## config.mk

```make
export PLATFORM = sky130hd
export DESIGN_NAME = stop_and_wait_arq_engine_flat
export DESIGN_NICKNAME = d
export VERILOG_FILES = /design/src/rtl/swarq_pkg.sv /design/src/rtl/swarq_in_if.sv /design/src/rtl/swarq_out_if.sv /design/src/rtl/stop_and_wait_arq_engine.sv /design/src/flat_wrapper.sv
export SDC_FILE = /design/constraint.sdc
export NUM_CORES = 1
export LEC_CHECK = 0
export BUFFER_PORTS_ARGS = -buffer_cell sky130_fd_sc_hd__clkbuf_2
export CAP_MARGIN = 25
export CORE_UTILIZATION = 30
export DETAILED_ROUTE_END_ITERATION = 12
export PLACE_DENSITY = 0.5
export SYNTH_ARGS = -nofsm -noshare
export SYNTH_HDL_FRONTEND = slang
export SYNTH_SLANG_ARGS = --single-unit
export TNS_END_PERCENT = 1
```

## constraint.sdc

```tcl
create_clock -name clk -period 6.35 [get_ports clk]
set_clock_uncertainty 0.2 [all_clocks]
set_input_delay 0.635 -clock clk [delete_from_list [all_inputs] [get_ports clk]]
set_output_delay 0.635 -clock clk [all_outputs]
set_load 0.05 [all_outputs]
```

## src/rtl/swarq_pkg.sv

```systemverilog
// ----------------------------------------------------------------------------
// swarq_pkg
// Shared types and constants of the stop-and-wait ARQ engine.
// ----------------------------------------------------------------------------
package swarq_pkg;

    localparam int PEERS        = 16;
    localparam int MAIL_BYTES   = 44;
    localparam int HEADER_BYTES = 16;
    localparam int MAX_PAYLOAD  = MAIL_BYTES - HEADER_BYTES;
    localparam int PEER_W       = (PEERS > 1) ? $clog2(PEERS) : 1;

    localparam int CFG_IDX_W  = 1;
    localparam int CFG_DATA_W = 16;

    localparam int FIFO_DEPTH = 8;
    localparam int FIFO_PTR_W = $clog2(FIFO_DEPTH);
    localparam int FIFO_CNT_W = $clog2(FIFO_DEPTH + 1);

    typedef enum logic [CFG_IDX_W-1:0] {
        CFG_TIMEOUT_TICKS = 1'd0,
        CFG_MAX_RETRANS   = 1'd1
    } cfg_idx_t;

    typedef enum logic [1:0] {
        OP_SEND = 2'd0,
        OP_RECV = 2'd1,
        OP_TICK = 2'd2,
        OP_NONE = 2'd3
    } op_t;

    typedef enum logic [1:0] {
        KIND_DATA = 2'd0,
        KIND_ACK  = 2'd1
    } kind_t;

    typedef enum logic [2:0] {
        EV_SEND_DATA = 3'd0,
        EV_SEND_ACK  = 3'd1,
        EV_DELIVER   = 3'd2,
        EV_SEND_OK   = 3'd3,
        EV_SEND_FAIL = 3'd4,
        EV_SEND_REJ  = 3'd5
    } event_t;

    typedef struct packed {
        logic [1:0]        operation;
        logic [7:0]        peer;
        logic [7:0]        payload_len;
        logic [1:0]        packet_kind;
        logic [15:0]       packet_seq;
        logic [15:0]       packet_ack;
        logic signed [7:0] header_len;
        logic [7:0]        message_len;
    } in_item_t;

    typedef struct packed {
        event_t      event_res;
        logic [7:0]  out_peer;
        logic [15:0] out_seq;
        logic [7:0]  out_len;
        logic        last;
    } result_t;

    typedef struct packed {
        logic              vld;
        logic [PEER_W-1:0] idx;
        logic [15:0]       data;
    } fwd_t;

endpackage

```

## src/rtl/swarq_in_if.sv

```systemverilog
// ----------------------------------------------------------------------------
// swarq_in_if
// Input channel: send requests, received headers and ticks.
// ----------------------------------------------------------------------------
interface swarq_in_if;
    logic              valid;
    logic              ready;
    logic [1:0]        operation;
    logic [7:0]        peer;
    logic [7:0]        payload_len;
    logic [1:0]        packet_kind;
    logic [15:0]       packet_seq;
    logic [15:0]       packet_ack;
    logic signed [7:0] header_len;
    logic [7:0]        message_len;

    modport source (
        output valid, operation, peer, payload_len, packet_kind,
               packet_seq, packet_ack, header_len, message_len,
        input  ready
    );

    modport sink (
        input  valid, operation, peer, payload_len, packet_kind,
               packet_seq, packet_ack, header_len, message_len,
        output ready
    );
endinterface

```

## src/rtl/swarq_out_if.sv

```systemverilog
// ----------------------------------------------------------------------------
// swarq_out_if
// Result channel: one event per transaction.
// ----------------------------------------------------------------------------
interface swarq_out_if;
    logic        valid;
    logic        ready;
    logic [2:0]  event_res;
    logic [7:0]  out_peer;
    logic [15:0] out_seq;
    logic [7:0]  out_len;
    logic        last;

    modport source (
        output valid, event_res, out_peer, out_seq, out_len, last,
        input  ready
    );

    modport sink (
        input  valid, event_res, out_peer, out_seq, out_len, last,
        output ready
    );
endinterface

```

## src/rtl/stop_and_wait_arq_engine.sv

```systemverilog
// ----------------------------------------------------------------------------
// stop_and_wait_arq_engine
// Header-level stop-and-wait ARQ: per-peer sequence tables in memory, one
// outstanding transmission with retry count and timeout countdown.
//
//   channel   dir   transaction
//   in_ch     in    send request / received header / tick
//   out_ch    out   one event (up to two per input, last marks the final)
//   cfg_*     in    register write, index 0 timeout_ticks, 1 max_retrans
//
// One input per cycle unless stalled; the s1 stage writes results to the FIFO.
// Sequence tables are read at accept, updated in the next cycle; a same-peer
// update on the following item is forwarded.
// Reset clears table valid bits at once; no clearing pass.
// Results queue in an 8-entry FIFO; input stalls when it may not fit two more.
// ----------------------------------------------------------------------------
module stop_and_wait_arq_engine (
    input  logic                            clk,
    input  logic                            rst_n,
    swarq_in_if.sink                        in_ch,
    swarq_out_if.source                     out_ch,
    input  logic                            cfg_we,
    input  logic [swarq_pkg::CFG_IDX_W-1:0] cfg_index,
    input  logic [swarq_pkg::CFG_DATA_W-1:0] cfg_data
);

    localparam int PW = swarq_pkg::PEER_W;

    // configuration
    logic [15:0] timeout_reg;
    logic [7:0]  max_retrans_reg;

    always_ff @(posedge clk or negedge rst_n)
    begin
        if (!rst_n)
        begin
            timeout_reg     <= 16'd100;
            max_retrans_reg <= 8'd3;
        end
        else if (cfg_we)
        begin
            unique case (swarq_pkg::cfg_idx_t'(cfg_index))
                swarq_pkg::CFG_TIMEOUT_TICKS: timeout_reg     <= cfg_data[15:0];
                swarq_pkg::CFG_MAX_RETRANS:   max_retrans_reg <= cfg_data[7:0];
                default: ;
            endcase
        end
    end

    // input capture
    logic                 in_fire;
    logic [PW-1:0]        in_idx;
    swarq_pkg::in_item_t  s1_item_reg;
    logic                 s1_valid_reg;

    assign in_fire = in_ch.valid && in_ch.ready;
    assign in_idx  = in_ch.peer[PW-1:0];

    always_ff @(posedge clk or negedge rst_n)
    begin
        if (!rst_n)
            s1_valid_reg <= 1'b0;
        else
            s1_valid_reg <= in_fire;
    end

    always_ff @(posedge clk)
    begin
        if (in_fire)
        begin
            s1_item_reg.operation   <= in_ch.operation;
            s1_item_reg.peer        <= in_ch.peer;
            s1_item_reg.payload_len <= in_ch.payload_len;
            s1_item_reg.packet_kind <= in_ch.packet_kind;
            s1_item_reg.packet_seq  <= in_ch.packet_seq;
            s1_item_reg.packet_ack  <= in_ch.packet_ack;
            s1_item_reg.header_len  <= in_ch.header_len;
            s1_item_reg.message_len <= in_ch.message_len;
        end
    end

    // sequence tables
    logic [15:0]      send_mem [swarq_pkg::PEERS];
    logic [15:0]      recv_mem [swarq_pkg::PEERS];
    logic [swarq_pkg::PEERS-1:0] send_vld_reg;
    logic [swarq_pkg::PEERS-1:0] recv_vld_reg;
    logic [15:0]      send_rd_reg;
    logic [15:0]      recv_rd_reg;
    logic             send_rd_vld_reg;
    logic             recv_rd_vld_reg;
    swarq_pkg::fwd_t  send_fwd_reg;
    swarq_pkg::fwd_t  recv_fwd_reg;

    logic             send_we;
    logic             recv_we;
    logic [PW-1:0]    s1_idx;
    logic [15:0]      send_cur;
    logic [15:0]      recv_cur;

    assign s1_idx = s1_item_reg.peer[PW-1:0];

    always_ff @(posedge clk)
    begin
        if (in_fire)
        begin
            send_rd_reg <= send_mem[in_idx];
            recv_rd_reg <= recv_mem[in_idx];
        end
        if (send_we)
            send_mem[s1_idx] <= send_cur + 16'd1;
        if (recv_we)
            recv_mem[s1_idx] <= recv_cur + 16'd1;
    end

    always_ff @(posedge clk or negedge rst_n)
    begin
        if (!rst_n)
        begin
            send_vld_reg    <= '0;
            recv_vld_reg    <= '0;
            send_rd_vld_reg <= 1'b0;
            recv_rd_vld_reg <= 1'b0;
            send_fwd_reg    <= '0;
            recv_fwd_reg    <= '0;
        end
        else
        begin
            if (in_fire)
            begin
                send_rd_vld_reg <= send_vld_reg[in_idx];
                recv_rd_vld_reg <= recv_vld_reg[in_idx];
            end
            if (send_we)
                send_vld_reg[s1_idx] <= 1'b1;
            if (recv_we)
                recv_vld_reg[s1_idx] <= 1'b1;
            send_fwd_reg.vld  <= send_we;
            send_fwd_reg.idx  <= s1_idx;
            send_fwd_reg.data <= send_cur + 16'd1;
            recv_fwd_reg.vld  <= recv_we;
            recv_fwd_reg.idx  <= s1_idx;
            recv_fwd_reg.data <= recv_cur + 16'd1;
        end
    end

    always_comb
    begin
        if (send_fwd_reg.vld && send_fwd_reg.idx == s1_idx)
            send_cur = send_fwd_reg.data;
        else if (send_rd_vld_reg)
            send_cur = send_rd_reg;
        else
            send_cur = '0;
        if (recv_fwd_reg.vld && recv_fwd_reg.idx == s1_idx)
            recv_cur = recv_fwd_reg.data;
        else if (recv_rd_vld_reg)
            recv_cur = recv_rd_reg;
        else
            recv_cur = '0;
    end

    // outstanding transmission
    logic          awaiting_reg,  awaiting_next;
    logic [PW-1:0] pend_peer_reg, pend_peer_next;
    logic [15:0]   pend_seq_reg,  pend_seq_next;
    logic [7:0]    pend_len_reg,  pend_len_next;
    logic [7:0]    retries_reg,   retries_next;
    logic [15:0]   ticks_reg,     ticks_next;

    logic          peer_ok;
    logic          hdr_ok;
    logic [15:0]   timeout_val;
    logic [15:0]   ticks_dec;
    logic [1:0]    push_n;
    swarq_pkg::result_t res0;
    swarq_pkg::result_t res1;

    assign peer_ok     = {1'b0, s1_item_reg.peer} < 9'(swarq_pkg::PEERS);
    assign timeout_val = (timeout_reg == 16'd0) ? 16'd1 : timeout_reg;
    assign ticks_dec   = (ticks_reg != 16'd0) ? ticks_reg - 16'd1 : 16'd0;

    always_comb
    begin
        hdr_ok = 1'b1;
        if (s1_item_reg.message_len < 8'(swarq_pkg::HEADER_BYTES) ||
            s1_item_reg.message_len > 8'(swarq_pkg::MAIL_BYTES))
            hdr_ok = 1'b0;
        if (s1_item_reg.packet_kind != swarq_pkg::KIND_DATA &&
            s1_item_reg.packet_kind != swarq_pkg::KIND_ACK)
            hdr_ok = 1'b0;
        if (s1_item_reg.header_len[7])
            hdr_ok = 1'b0;
        if (s1_item_reg.packet_kind == swarq_pkg::KIND_ACK &&
            s1_item_reg.header_len != 8'sd0)
            hdr_ok = 1'b0;
        if (9'(swarq_pkg::HEADER_BYTES) + {1'b0, s1_item_reg.header_len[7:0]} !=
            {1'b0, s1_item_reg.message_len})
            hdr_ok = 1'b0;
        if (!peer_ok)
            hdr_ok = 1'b0;
    end

    always_comb
    begin
        awaiting_next  = awaiting_reg;
        pend_peer_next = pend_peer_reg;
        pend_seq_next  = pend_seq_reg;
        pend_len_next  = pend_len_reg;
        retries_next   = retries_reg;
        ticks_next     = ticks_reg;
        send_we        = 1'b0;
        recv_we        = 1'b0;
        push_n         = 2'd0;
        res0           = '{swarq_pkg::EV_SEND_DATA, s1_item_reg.peer, 16'd0,
                           8'd0, 1'b1};
        res1           = '{swarq_pkg::EV_DELIVER, s1_item_reg.peer,
                           s1_item_reg.packet_seq, s1_item_reg.header_len[7:0], 1'b1};
        if (s1_valid_reg)
        begin
            case (swarq_pkg::op_t'(s1_item_reg.operation))
                swarq_pkg::OP_SEND:
                begin
                    push_n       = 2'd1;
                    res0.out_len = s1_item_reg.payload_len;
                    if (!peer_ok || awaiting_reg ||
                        s1_item_reg.payload_len > 8'(swarq_pkg::MAX_PAYLOAD))
                    begin
                        res0.event_res = swarq_pkg::EV_SEND_REJ;
                    end
                    else
                    begin
                        send_we        = 1'b1;
                        awaiting_next  = 1'b1;
                        pend_peer_next = s1_idx;
                        pend_seq_next  = send_cur;
                        pend_len_next  = s1_item_reg.payload_len;
                        retries_next   = 8'd0;
                        ticks_next     = timeout_val;
                        res0.out_seq   = send_cur;
                    end
                end
                swarq_pkg::OP_RECV:
                begin
                    if (hdr_ok && s1_item_reg.packet_kind == swarq_pkg::KIND_ACK)
                    begin
                        if (awaiting_reg && s1_idx == pend_peer_reg &&
                            s1_item_reg.packet_ack == pend_seq_reg)
                        begin
                            awaiting_next  = 1'b0;
                            ticks_next     = 16'd0;
                            push_n         = 2'd1;
                            res0.event_res = swarq_pkg::EV_SEND_OK;
                            res0.out_seq   = pend_seq_reg;
                            res0.out_len   = pend_len_reg;
                        end
                    end
                    else if (hdr_ok)
                    begin
                        res0.event_res = swarq_pkg::EV_SEND_ACK;
                        res0.out_seq   = s1_item_reg.packet_seq;
                        if (s1_item_reg.packet_seq == recv_cur)
                        begin
                            recv_we   = 1'b1;
                            push_n    = 2'd2;
                            res0.last = 1'b0;
                        end
                        else
                        begin
                            push_n = 2'd1;
                        end
                    end
                end
                swarq_pkg::OP_TICK:
                begin
                    if (awaiting_reg)
                    begin
                        ticks_next = ticks_dec;
                        if (ticks_dec == 16'd0)
                        begin
                            push_n        = 2'd1;
                            res0.out_peer = 8'(pend_peer_reg);
                            res0.out_seq  = pend_seq_reg;
                            res0.out_len  = pend_len_reg;
                            if (retries_reg < max_retrans_reg)
                            begin
                                retries_next   = retries_reg + 8'd1;
                                ticks_next     = timeout_val;
                                res0.event_res = swarq_pkg::EV_SEND_DATA;
                            end
                            else
                            begin
                                awaiting_next  = 1'b0;
                                res0.event_res = swarq_pkg::EV_SEND_FAIL;
                            end
                        end
                    end
                end
                default: ;
            endcase
        end
    end

    always_ff @(posedge clk or negedge rst_n)
    begin
        if (!rst_n)
        begin
            awaiting_reg  <= 1'b0;
            pend_peer_reg <= '0;
            pend_seq_reg  <= '0;
            pend_len_reg  <= '0;
            retries_reg   <= '0;
            ticks_reg     <= '0;
        end
        else
        begin
            awaiting_reg  <= awaiting_next;
            pend_peer_reg <= pend_peer_next;
            pend_seq_reg  <= pend_seq_next;
            pend_len_reg  <= pend_len_next;
            retries_reg   <= retries_next;
            ticks_reg     <= ticks_next;
        end
    end

    // result FIFO
    swarq_pkg::result_t fifo_mem [swarq_pkg::FIFO_DEPTH];
    logic [swarq_pkg::FIFO_PTR_W-1:0] wr_ptr_reg, rd_ptr_reg;
    logic [swarq_pkg::FIFO_CNT_W-1:0] count_reg;
    logic [swarq_pkg::FIFO_PTR_W-1:0] wr_ptr_p1;
    logic                             pop;
    logic [swarq_pkg::FIFO_CNT_W:0]   need;
    swarq_pkg::result_t               head;

    assign wr_ptr_p1 = wr_ptr_reg + 1'b1;
    assign pop       = out_ch.valid && out_ch.ready;
    assign need      = {1'b0, count_reg} +
                       (s1_valid_reg ? (swarq_pkg::FIFO_CNT_W+1)'(2) : '0);
    assign in_ch.ready = need <= (swarq_pkg::FIFO_CNT_W+1)'(swarq_pkg::FIFO_DEPTH - 2);

    always_ff @(posedge clk)
    begin
        if (push_n != 2'd0)
            fifo_mem[wr_ptr_reg] <= res0;
        if (push_n == 2'd2)
            fifo_mem[wr_ptr_p1] <= res1;
    end

    always_ff @(posedge clk or negedge rst_n)
    begin
        if (!rst_n)
        begin
            wr_ptr_reg <= '0;
            rd_ptr_reg <= '0;
            count_reg  <= '0;
        end
        else
        begin
            wr_ptr_reg <= wr_ptr_reg + swarq_pkg::FIFO_PTR_W'(push_n);
            if (pop)
                rd_ptr_reg <= rd_ptr_reg + 1'b1;
            count_reg <= count_reg + swarq_pkg::FIFO_CNT_W'(push_n) -
                         swarq_pkg::FIFO_CNT_W'(pop);
        end
    end

    assign head             = fifo_mem[rd_ptr_reg];
    assign out_ch.valid     = count_reg != '0;
    assign out_ch.event_res = head.event_res;
    assign out_ch.out_peer  = head.out_peer;
    assign out_ch.out_seq   = head.out_seq;
    assign out_ch.out_len   = head.out_len;
    assign out_ch.last      = head.last;

    // checks
    a_fifo_bound: assert property (@(posedge clk) disable iff (!rst_n)
        count_reg <= swarq_pkg::FIFO_CNT_W'(swarq_pkg::FIFO_DEPTH))
        else $error("result FIFO overflow");

    a_idle_no_ticks: assert property (@(posedge clk) disable iff (!rst_n)
        !awaiting_reg |-> ticks_reg == 16'd0)
        else $error("countdown running with nothing outstanding");

    a_rise_on_send: assert property (@(posedge clk) disable iff (!rst_n)
        $rose(awaiting_reg) |-> $past(s1_valid_reg &&
            s1_item_reg.operation == swarq_pkg::OP_SEND))
        else $error("outstanding send started without a send request");

    a_accept_stage: assert property (@(posedge clk) disable iff (!rst_n)
        in_fire |=> s1_valid_reg)
        else $error("accepted transaction lost");

    // a retry is only counted while the limit still allowed one
    a_retry_limit: assert property (@(posedge clk) disable iff (!rst_n)
        retries_reg > $past(retries_reg) |-> $past(retries_reg < max_retrans_reg))
        else $error("retry count beyond limit");

endmodule
```

## src/flat_wrapper.sv

```systemverilog
// flat-port wrapper written by rule: the top's interface ports become plain ports
module stop_and_wait_arq_engine_flat 
  (clk, rst_n, cfg_we, cfg_index, cfg_data, in_ch_valid, in_ch_operation, in_ch_peer, in_ch_payload_len, in_ch_packet_kind, in_ch_packet_seq, in_ch_packet_ack, in_ch_header_len, in_ch_message_len, in_ch_ready, out_ch_valid, out_ch_event_res, out_ch_out_peer, out_ch_out_seq, out_ch_out_len, out_ch_last, out_ch_ready);
  swarq_in_if in_ch_i ();
  swarq_out_if out_ch_i ();
  input  logic clk;
  input  logic rst_n;
  input  logic cfg_we;
  input  logic [swarq_pkg::CFG_IDX_W-1:0] cfg_index;
  input  logic [swarq_pkg::CFG_DATA_W-1:0] cfg_data;
  input wire logic [$bits(in_ch_i.valid)-1:0] in_ch_valid;
  input wire logic [$bits(in_ch_i.operation)-1:0] in_ch_operation;
  input wire logic [$bits(in_ch_i.peer)-1:0] in_ch_peer;
  input wire logic [$bits(in_ch_i.payload_len)-1:0] in_ch_payload_len;
  input wire logic [$bits(in_ch_i.packet_kind)-1:0] in_ch_packet_kind;
  input wire logic [$bits(in_ch_i.packet_seq)-1:0] in_ch_packet_seq;
  input wire logic [$bits(in_ch_i.packet_ack)-1:0] in_ch_packet_ack;
  input wire logic [$bits(in_ch_i.header_len)-1:0] in_ch_header_len;
  input wire logic [$bits(in_ch_i.message_len)-1:0] in_ch_message_len;
  output wire logic [$bits(in_ch_i.ready)-1:0] in_ch_ready;
  output wire logic [$bits(out_ch_i.valid)-1:0] out_ch_valid;
  output wire logic [$bits(out_ch_i.event_res)-1:0] out_ch_event_res;
  output wire logic [$bits(out_ch_i.out_peer)-1:0] out_ch_out_peer;
  output wire logic [$bits(out_ch_i.out_seq)-1:0] out_ch_out_seq;
  output wire logic [$bits(out_ch_i.out_len)-1:0] out_ch_out_len;
  output wire logic [$bits(out_ch_i.last)-1:0] out_ch_last;
  input wire logic [$bits(out_ch_i.ready)-1:0] out_ch_ready;
  assign in_ch_i.valid = in_ch_valid;
  assign in_ch_i.operation = in_ch_operation;
  assign in_ch_i.peer = in_ch_peer;
  assign in_ch_i.payload_len = in_ch_payload_len;
  assign in_ch_i.packet_kind = in_ch_packet_kind;
  assign in_ch_i.packet_seq = in_ch_packet_seq;
  assign in_ch_i.packet_ack = in_ch_packet_ack;
  assign in_ch_i.header_len = in_ch_header_len;
  assign in_ch_i.message_len = in_ch_message_len;
  assign in_ch_ready = in_ch_i.ready;
  assign out_ch_valid = out_ch_i.valid;
  assign out_ch_event_res = out_ch_i.event_res;
  assign out_ch_out_peer = out_ch_i.out_peer;
  assign out_ch_out_seq = out_ch_i.out_seq;
  assign out_ch_out_len = out_ch_i.out_len;
  assign out_ch_last = out_ch_i.last;
  assign out_ch_i.ready = out_ch_ready;
  stop_and_wait_arq_engine u_core (.clk(clk), .rst_n(rst_n), .in_ch(in_ch_i), .out_ch(out_ch_i), .cfg_we(cfg_we), .cfg_index(cfg_index), .cfg_data(cfg_data));
endmodule
```

==> out/metrics.cfg, run 1 <==
[routing]
avgRoutedWirePerCell_um=26.01
drc=0
first_pass_iters=6
vias=27270
vias_per_cell=5.165
drt_iter0_markers=2350
wirelength_um=137300
ant_nets=0

[clocking]
clk_path_buf_depth=3
worst_skew_pair.late_latency_ns=0.74
hold_buffers=80
cts.htree.levels=3
cts-buffers-inserted=117
cts.repair.resized=0
cts_sinks=1060
clkTransAtPathRegs_ns=0.06
cts-root-buf=clkbuf_16
cts_tree=built
postCtsSetupRepairBufs=0

[final_layout]
area_growth_pct=18.24
stdcell_area_um2=53780
fillers=14250
reg.largest.list=u_core.fifo_mem (288), u_core.recv_mem (256), u_core.send_mem (256)
largest_register=u_core.fifo_mem
largest_reg_flops=288
final_cell_mix=edfxtp_1, nand2_1, mux4_2
layout_commonest_cell=edfxtp_1
layout-drive-gt1-share=0.2583
diodes=0
nNetsFinal=3284

[sta]
finalSetupTns_ns=0
rsz0062_at_grt=false
hold_violations=0
finalSetupViolations=0
relSlewSlack=0.2733
layout_setup_ws_ns=1.249
fin_crit_ns=5.101
worst_pin_slew_ns=1.090
drv_slew=0
timing.final.crit_share=0.8033
fmax_mhz=196.0

[synth]
synth_flop_cell=edfxtp_1
netlist_instances=2879
syn-cell-area_um2=45480
synth_area_leader_cell=edfxtp_1
synthTopCellsByArea=edfxtp_1, mux4_2, dfrtp_1
postSynthAreaPerCell_um2=15.80
yosys.cell_types.count=81
synthArstFlopShare=0.1509
ys_seq_area_frac=0.6753
synth-seq-cells=1060
syn-num-nets=3001
synth.top_cell.area_share=0.5730
synth_edf_count=868
yosysWarnings=0

[critical_path]
crit_path_end_kind=register
cp.required_ns=6.59
critPathKind=reg -> reg
crit_arrival_ns=5.34
crit_path_start_kind=register
path_max_fanout=19

[placement]
post-place-ws_ns=1.344
place_congestion=0.8733
numPortBuffers=127
dpl-instance-area_um2=49220
dp_hpwl_um=84830

[floorplan]
die_area_um2=153200
rows=142
start_util=0.3030
core_area_um2=150100
num_io_pins=128
die_y_um=391.4
die-width_um=391.4

[grt]
antenna_found_initial=1
grtUsageTotal=0.1789
grt_pass1_wl_um=198300
first_global_vias=27450
grt_max_degree=139
overflow=0

[pwr]
p_per_area_nw_per_um2=345.9
ir_drop_v=0.0002392
p_leak_nw=17.17

[min_path]
hold_path.class=in -> reg

[status]
status=finished clean

[run]
max_cap_violations=0

==> worst max-delay path, stage by stage (launching register included) <==
cell,delay (ns)
edfxtp_1,0.71
xor2_1,0.28
nor4_4,0.09
buf_4,0.21
nand2_1,0.33
a221oi_1,0.18
nor4_2,0.39
nand3_1,0.28
a31oi_2,0.51
buf_4,0.28
and2_1,0.27
or3_1,0.86
o21ai_0,0.20
==> final cells by class <==
class | instances | area (um2) | area share
timing repair buffer | 339 | 2562 | 0.04764
sequential | 1060 | 30720 | 0.5713
clock inverter | 61 | 569.3 | 0.01059
tap | 2016 | 2522 | 0.04690
clock buffer | 160 | 3191 | 0.05932
multi-input combinational | 1587 | 14000 | 0.2603
inverter | 57 | 216.5 | 0.004025
==> metal layers <==
metal,up-vias,track usage,share of wire
li1,11810,-,-
met1,14340,0.2524,0.45
met2,912,0.2828,0.47
met3,206,0.02998,0.060
met4,0,0.05055,0.026
met5,-,0,0
==> cell families after synthesis <==
family          share of synthesized area
flops                              0.6753
simple gates                      0.06951
compound gates                    0.06894
mux                                0.1391
buf+inv                           0.02066
xor+xnor                          0.01733
fa+ha+maj                        0.009133
==> through the flow <==
stage	instances	hold WS [ns]	total power, W	util
global placement	4971	0.2358	0.01200	0.3273
detailed placement	4979	0.2492	0.01201	0.3279
global route	5280	0.06482	0.01926	0.3582
finish	5280	0.06755	0.01860	0.3582
floorplan	2879	0.1394	0.01069	-
CTS	5280	0.01326	0.01879	0.3582
==> where the power goes <==
part / switching (W) / internal (W) / total (W) / leakage, nW
registers: 0.000698 / 0.00786 / 0.00856 / 9.27
clock network: 0.00285 / 0.00388 / 0.00673 / 1.84
logic: 0.00215 / 0.00116 / 0.00331 / 6.06
total: 0.00571 / 0.0129 / 0.0186 / 17.2
==> worst paths after layout <==
path                            cells after the start  slack, ns              startpoint                      end
worst max-delay path                               12       1.25         u_core.res1[28]   u_core.fifo_mem[6][13]
worst min-delay path                                3       0.07            out_ch_ready     u_core.rd_ptr_reg[0]
worst max register to register                     12       1.25         u_core.res1[28]   u_core.fifo_mem[6][13]
worst min register to register                      2       0.26  u_core.fifo_mem[1][33]   u_core.fifo_mem[1][33]
max in group asynchronous                           3       4.62                   rst_n  u_core.recv_vld_reg[11]
min in group asynchronous                           2       0.12                   rst_n    u_core.timeout_reg[8]
==> cells in the mapped netlist (all sizes together) (5+ instances only) <==
library cell / number
nand3: 38
dfrtp: 155
a22oi: 11
nor2: 189
o31ai: 17
dfstp: 5
xnor2: 35
clkbuf: 101
a222oi: 6
and3: 22
mux2: 62
or3: 5
o21ai: 122
nand4: 12
a21oi: 74
a21o: 8
a22o: 82
nand2: 264
mux2i: 18
and2: 18
inv: 53
nand2b: 16
nor4: 26
nor2b: 13
a31oi: 19
nor3: 36
or2: 40
a221o: 6
o2bb2ai: 36
ha: 30
xor2: 55
dfxtp: 32
mux4: 242
a221oi: 6
edfxtp: 868
buf: 74
o22ai: 32
(Power assumes the default switching activity.)
==> run 2: changes to the inputs <==
Clock period 6.35 ns to 4.7 ns, I/O delays scaled along.
==> out/metrics.cfg, run 2 (synthesis results as in run 1) <==
[final_layout]
area_growth_pct=19.65
nNetsFinal=3348  ; +1.9%
layout-drive-gt1-share=0.2719  ; +0.01358
diodes=0  ; unchanged
layout_commonest_cell=edfxtp_1
largest_reg_flops=288  ; unchanged
reg.largest.list=u_core.fifo_mem (288), u_core.recv_mem (256), u_core.send_mem (256)
final_cell_mix=edfxtp_1, nand2_1, mux4_2
largest_register=u_core.fifo_mem
fillers=14180  ; -0.46%
final_util=0.3625  ; +0.004267

[critical_path]
cp_top_family=simple AND/OR/NAND/NOR gates
crit_buf_inv=2  ; unchanged
reg2reg_from=u_core.res1[6]
critPathKind=reg -> reg
cp.required_ns=5.09  ; -1.50 ns
crit_path_end_kind=register
path_cells=inv_1 -> ha_1 -> or4b_1 -> o31ai_1 -> o21ai_1 -> nor3_1 -> nand2_1 -> nor2_1 -> a31oi_2 -> buf_4 -> and2_1 -> o31ai_1 -> o2bb2ai_1
crit_path_start_kind=register
path_common_cell=o31ai_1
max_stage_delay_ns=0.77  ; -0.09 ns
crit_arrival_ns=4.90  ; -0.44 ns
crit_path_start=u_core.res1[6]
path_max_fanout=15  ; -4
crit_slowest_cell=o31ai_1

[routing]
wirelength_um=136000  ; -0.98%
vias_per_cell=5.099  ; -1.3%
drt_iter0_markers=2712  ; +15%
vias=27260  ; -0.062%
avgRoutedWirePerCell_um=25.44  ; -2.2%
drc=0  ; unchanged
ant_nets=0  ; unchanged
first_pass_iters=6  ; unchanged

[sta]
finalSetupTns_ns=0  ; unchanged
worst_pin_slew_ns=0.9916  ; -0.09843 ns
drv_slew=0  ; unchanged
finalSetupViolations=0  ; unchanged
relSlewSlack=0.3389  ; +0.06562
timing.final.crit_share=0.9592  ; +0.1559
hold_violations=0  ; unchanged
rsz0062_at_grt=false
fin_crit_ns=4.508  ; -0.5927 ns
fmax_mhz=221.8  ; +13%

[clocking]
postCtsSetupRepairBufs=0  ; unchanged
clkTransAtPathRegs_ns=0.06  ; about the same
cts.htree.levels=3  ; unchanged
cts-root-buf=clkbuf_16
clk_path_buf_depth=3  ; unchanged
cts_tree=built
cts_sinks=1060  ; unchanged
cts-buffers-inserted=115  ; -1.7%
worst_skew_pair.late_latency_ns=0.77  ; +0.03 ns

[placement]
place_congestion=0.8476  ; -2.9%
numPortBuffers=127  ; unchanged
dp_hpwl_um=85370  ; +0.63%

[floorplan]
core_area_um2=150100  ; unchanged
start_util=0.3030  ; unchanged
rows=142  ; unchanged
die_area_um2=153200  ; unchanged
die-width_um=391.4  ; unchanged
num_io_pins=128  ; unchanged
die_y_um=391.4  ; unchanged

[pwr]
p_leak_nw=17.30  ; +0.75%
p_int_w=0.01734  ; +34%
comb_power_share=0.164  ; -0.014
p_per_area_nw_per_um2=453.4  ; +31%
seqPwrFrac=0.467  ; +0.007
clkPwrFrac=0.369  ; +0.007
ir_drop_v=0.0003628  ; +52%
power.switching_w=0.007337  ; +29%
sw_frac_of_total=0.2974  ; -0.009325

[min_path]
hold_path.class=in -> reg
worstHoldStart=cfg_index

[grt]
antenna_found_initial=4  ; +3
grtUsageTotal=0.1772  ; -0.001740
grt_pass1_wl_um=196700  ; -0.77%
overflow=0  ; unchanged
first_global_vias=27380  ; -0.26%
grt_max_degree=82  ; -41%

[status]
status=finished clean

[run]
max_cap_violations=0  ; unchanged

## run 2: cell count changes in the layout (fill, tap and decap cells not counted), sizes merged
cell,previous run,this run
buf,135,198
clkinv,50,37
inv,57,60
clkbuf,284,291
dlygate4sd3,80,83
clkinvlp,2,4
## run 2: layer usage
layer,up-vias,global-route usage,share of wire
met5,-,0,0.00017
met3,192,0.02951,0.059
met2,851,0.2805,0.47
li1,11960,-,-
met1,14250,0.2489,0.45
met4,4,0.05248,0.026
## run 2: worst register-to-register path: cells and delay by family, from the launching register on
family / cells / cell delay (ns)
and+or+nand+nor: 5 / 1.63
AOI/OAI and AO/OA: 5 / 1.44
DFF: 1 / 0.52
adders and majority gates: 1 / 0.15
buffers and inverters: 2 / 0.40
## run 2: what timing repair did
action / 4_1_cts / 5_1_grt
endpoints found under the hold margin: 170 / 0
gates resized for setup: 0 / 1
hold buffers: 83 / 0
endpoints found under the setup margin: 0 / 258
## run 2: power groups by stage
| stage | Clock [W] | Sequential [W] | Combinational [W] |
|---|---|---|---|
| final | 0.00912 | 0.0115 | 0.00404 |
| after global routing | 0.00966 | 0.0116 | 0.00433 |
| after CTS | 0.00933 | 0.0115 | 0.00409 |
| after detailed placement | 0 | 0.0117 | 0.00402 |
| after global placement | 0 | 0.0117 | 0.00403 |
| after floorplan | 0 | 0.0111 | 0.00292 |
## run 2: stage by stage
step                worst slack [ns]  hold WS (ns)  cell area, um2  cells  power [W]
detailed placement            0.1070        0.2471           49790   5042    0.01573
CTS                          0.09155     0.0005091           54420   5345    0.02495
global placement              0.1698        0.2417           49730   5036    0.01573
global route                 0.03557       0.06615           54420   5345    0.02557
floorplan                   0.003829      -0.02559           45480   2879    0.01401
finish                        0.1917       0.05601           54420   5345    0.02467
## run 2: final cells by class
cell class / instances / area [um2] / share of cell area
Clock buffer: 167 / 3206 / 0.05890
Clock inverter: 53 / 595.6 / 0.01094
Inverter: 57 / 216.5 / 0.003977
Multi-Input combinational cell: 1587 / 13980 / 0.2569
Sequential cell: 1060 / 30720 / 0.5645
Tap cell: 2016 / 2522 / 0.04635
Timing Repair Buffer: 405 / 3178 / 0.05839
## run 2: path summary, 6_finish.rpt
kind                                          end  slack [ns]  cells past startpoint
min in group asynchronous  u_core.timeout_reg[10]        0.11                      2
max in group asynchronous    u_core.rd_ptr_reg[0]        3.17                      3
min                         u_core.timeout_reg[4]        0.06                      4
max                        u_core.fifo_mem[3][28]        0.19                     13
max reg2reg                u_core.fifo_mem[3][28]        0.19                     13
min reg2reg                u_core.fifo_mem[3][35]        0.25                      2
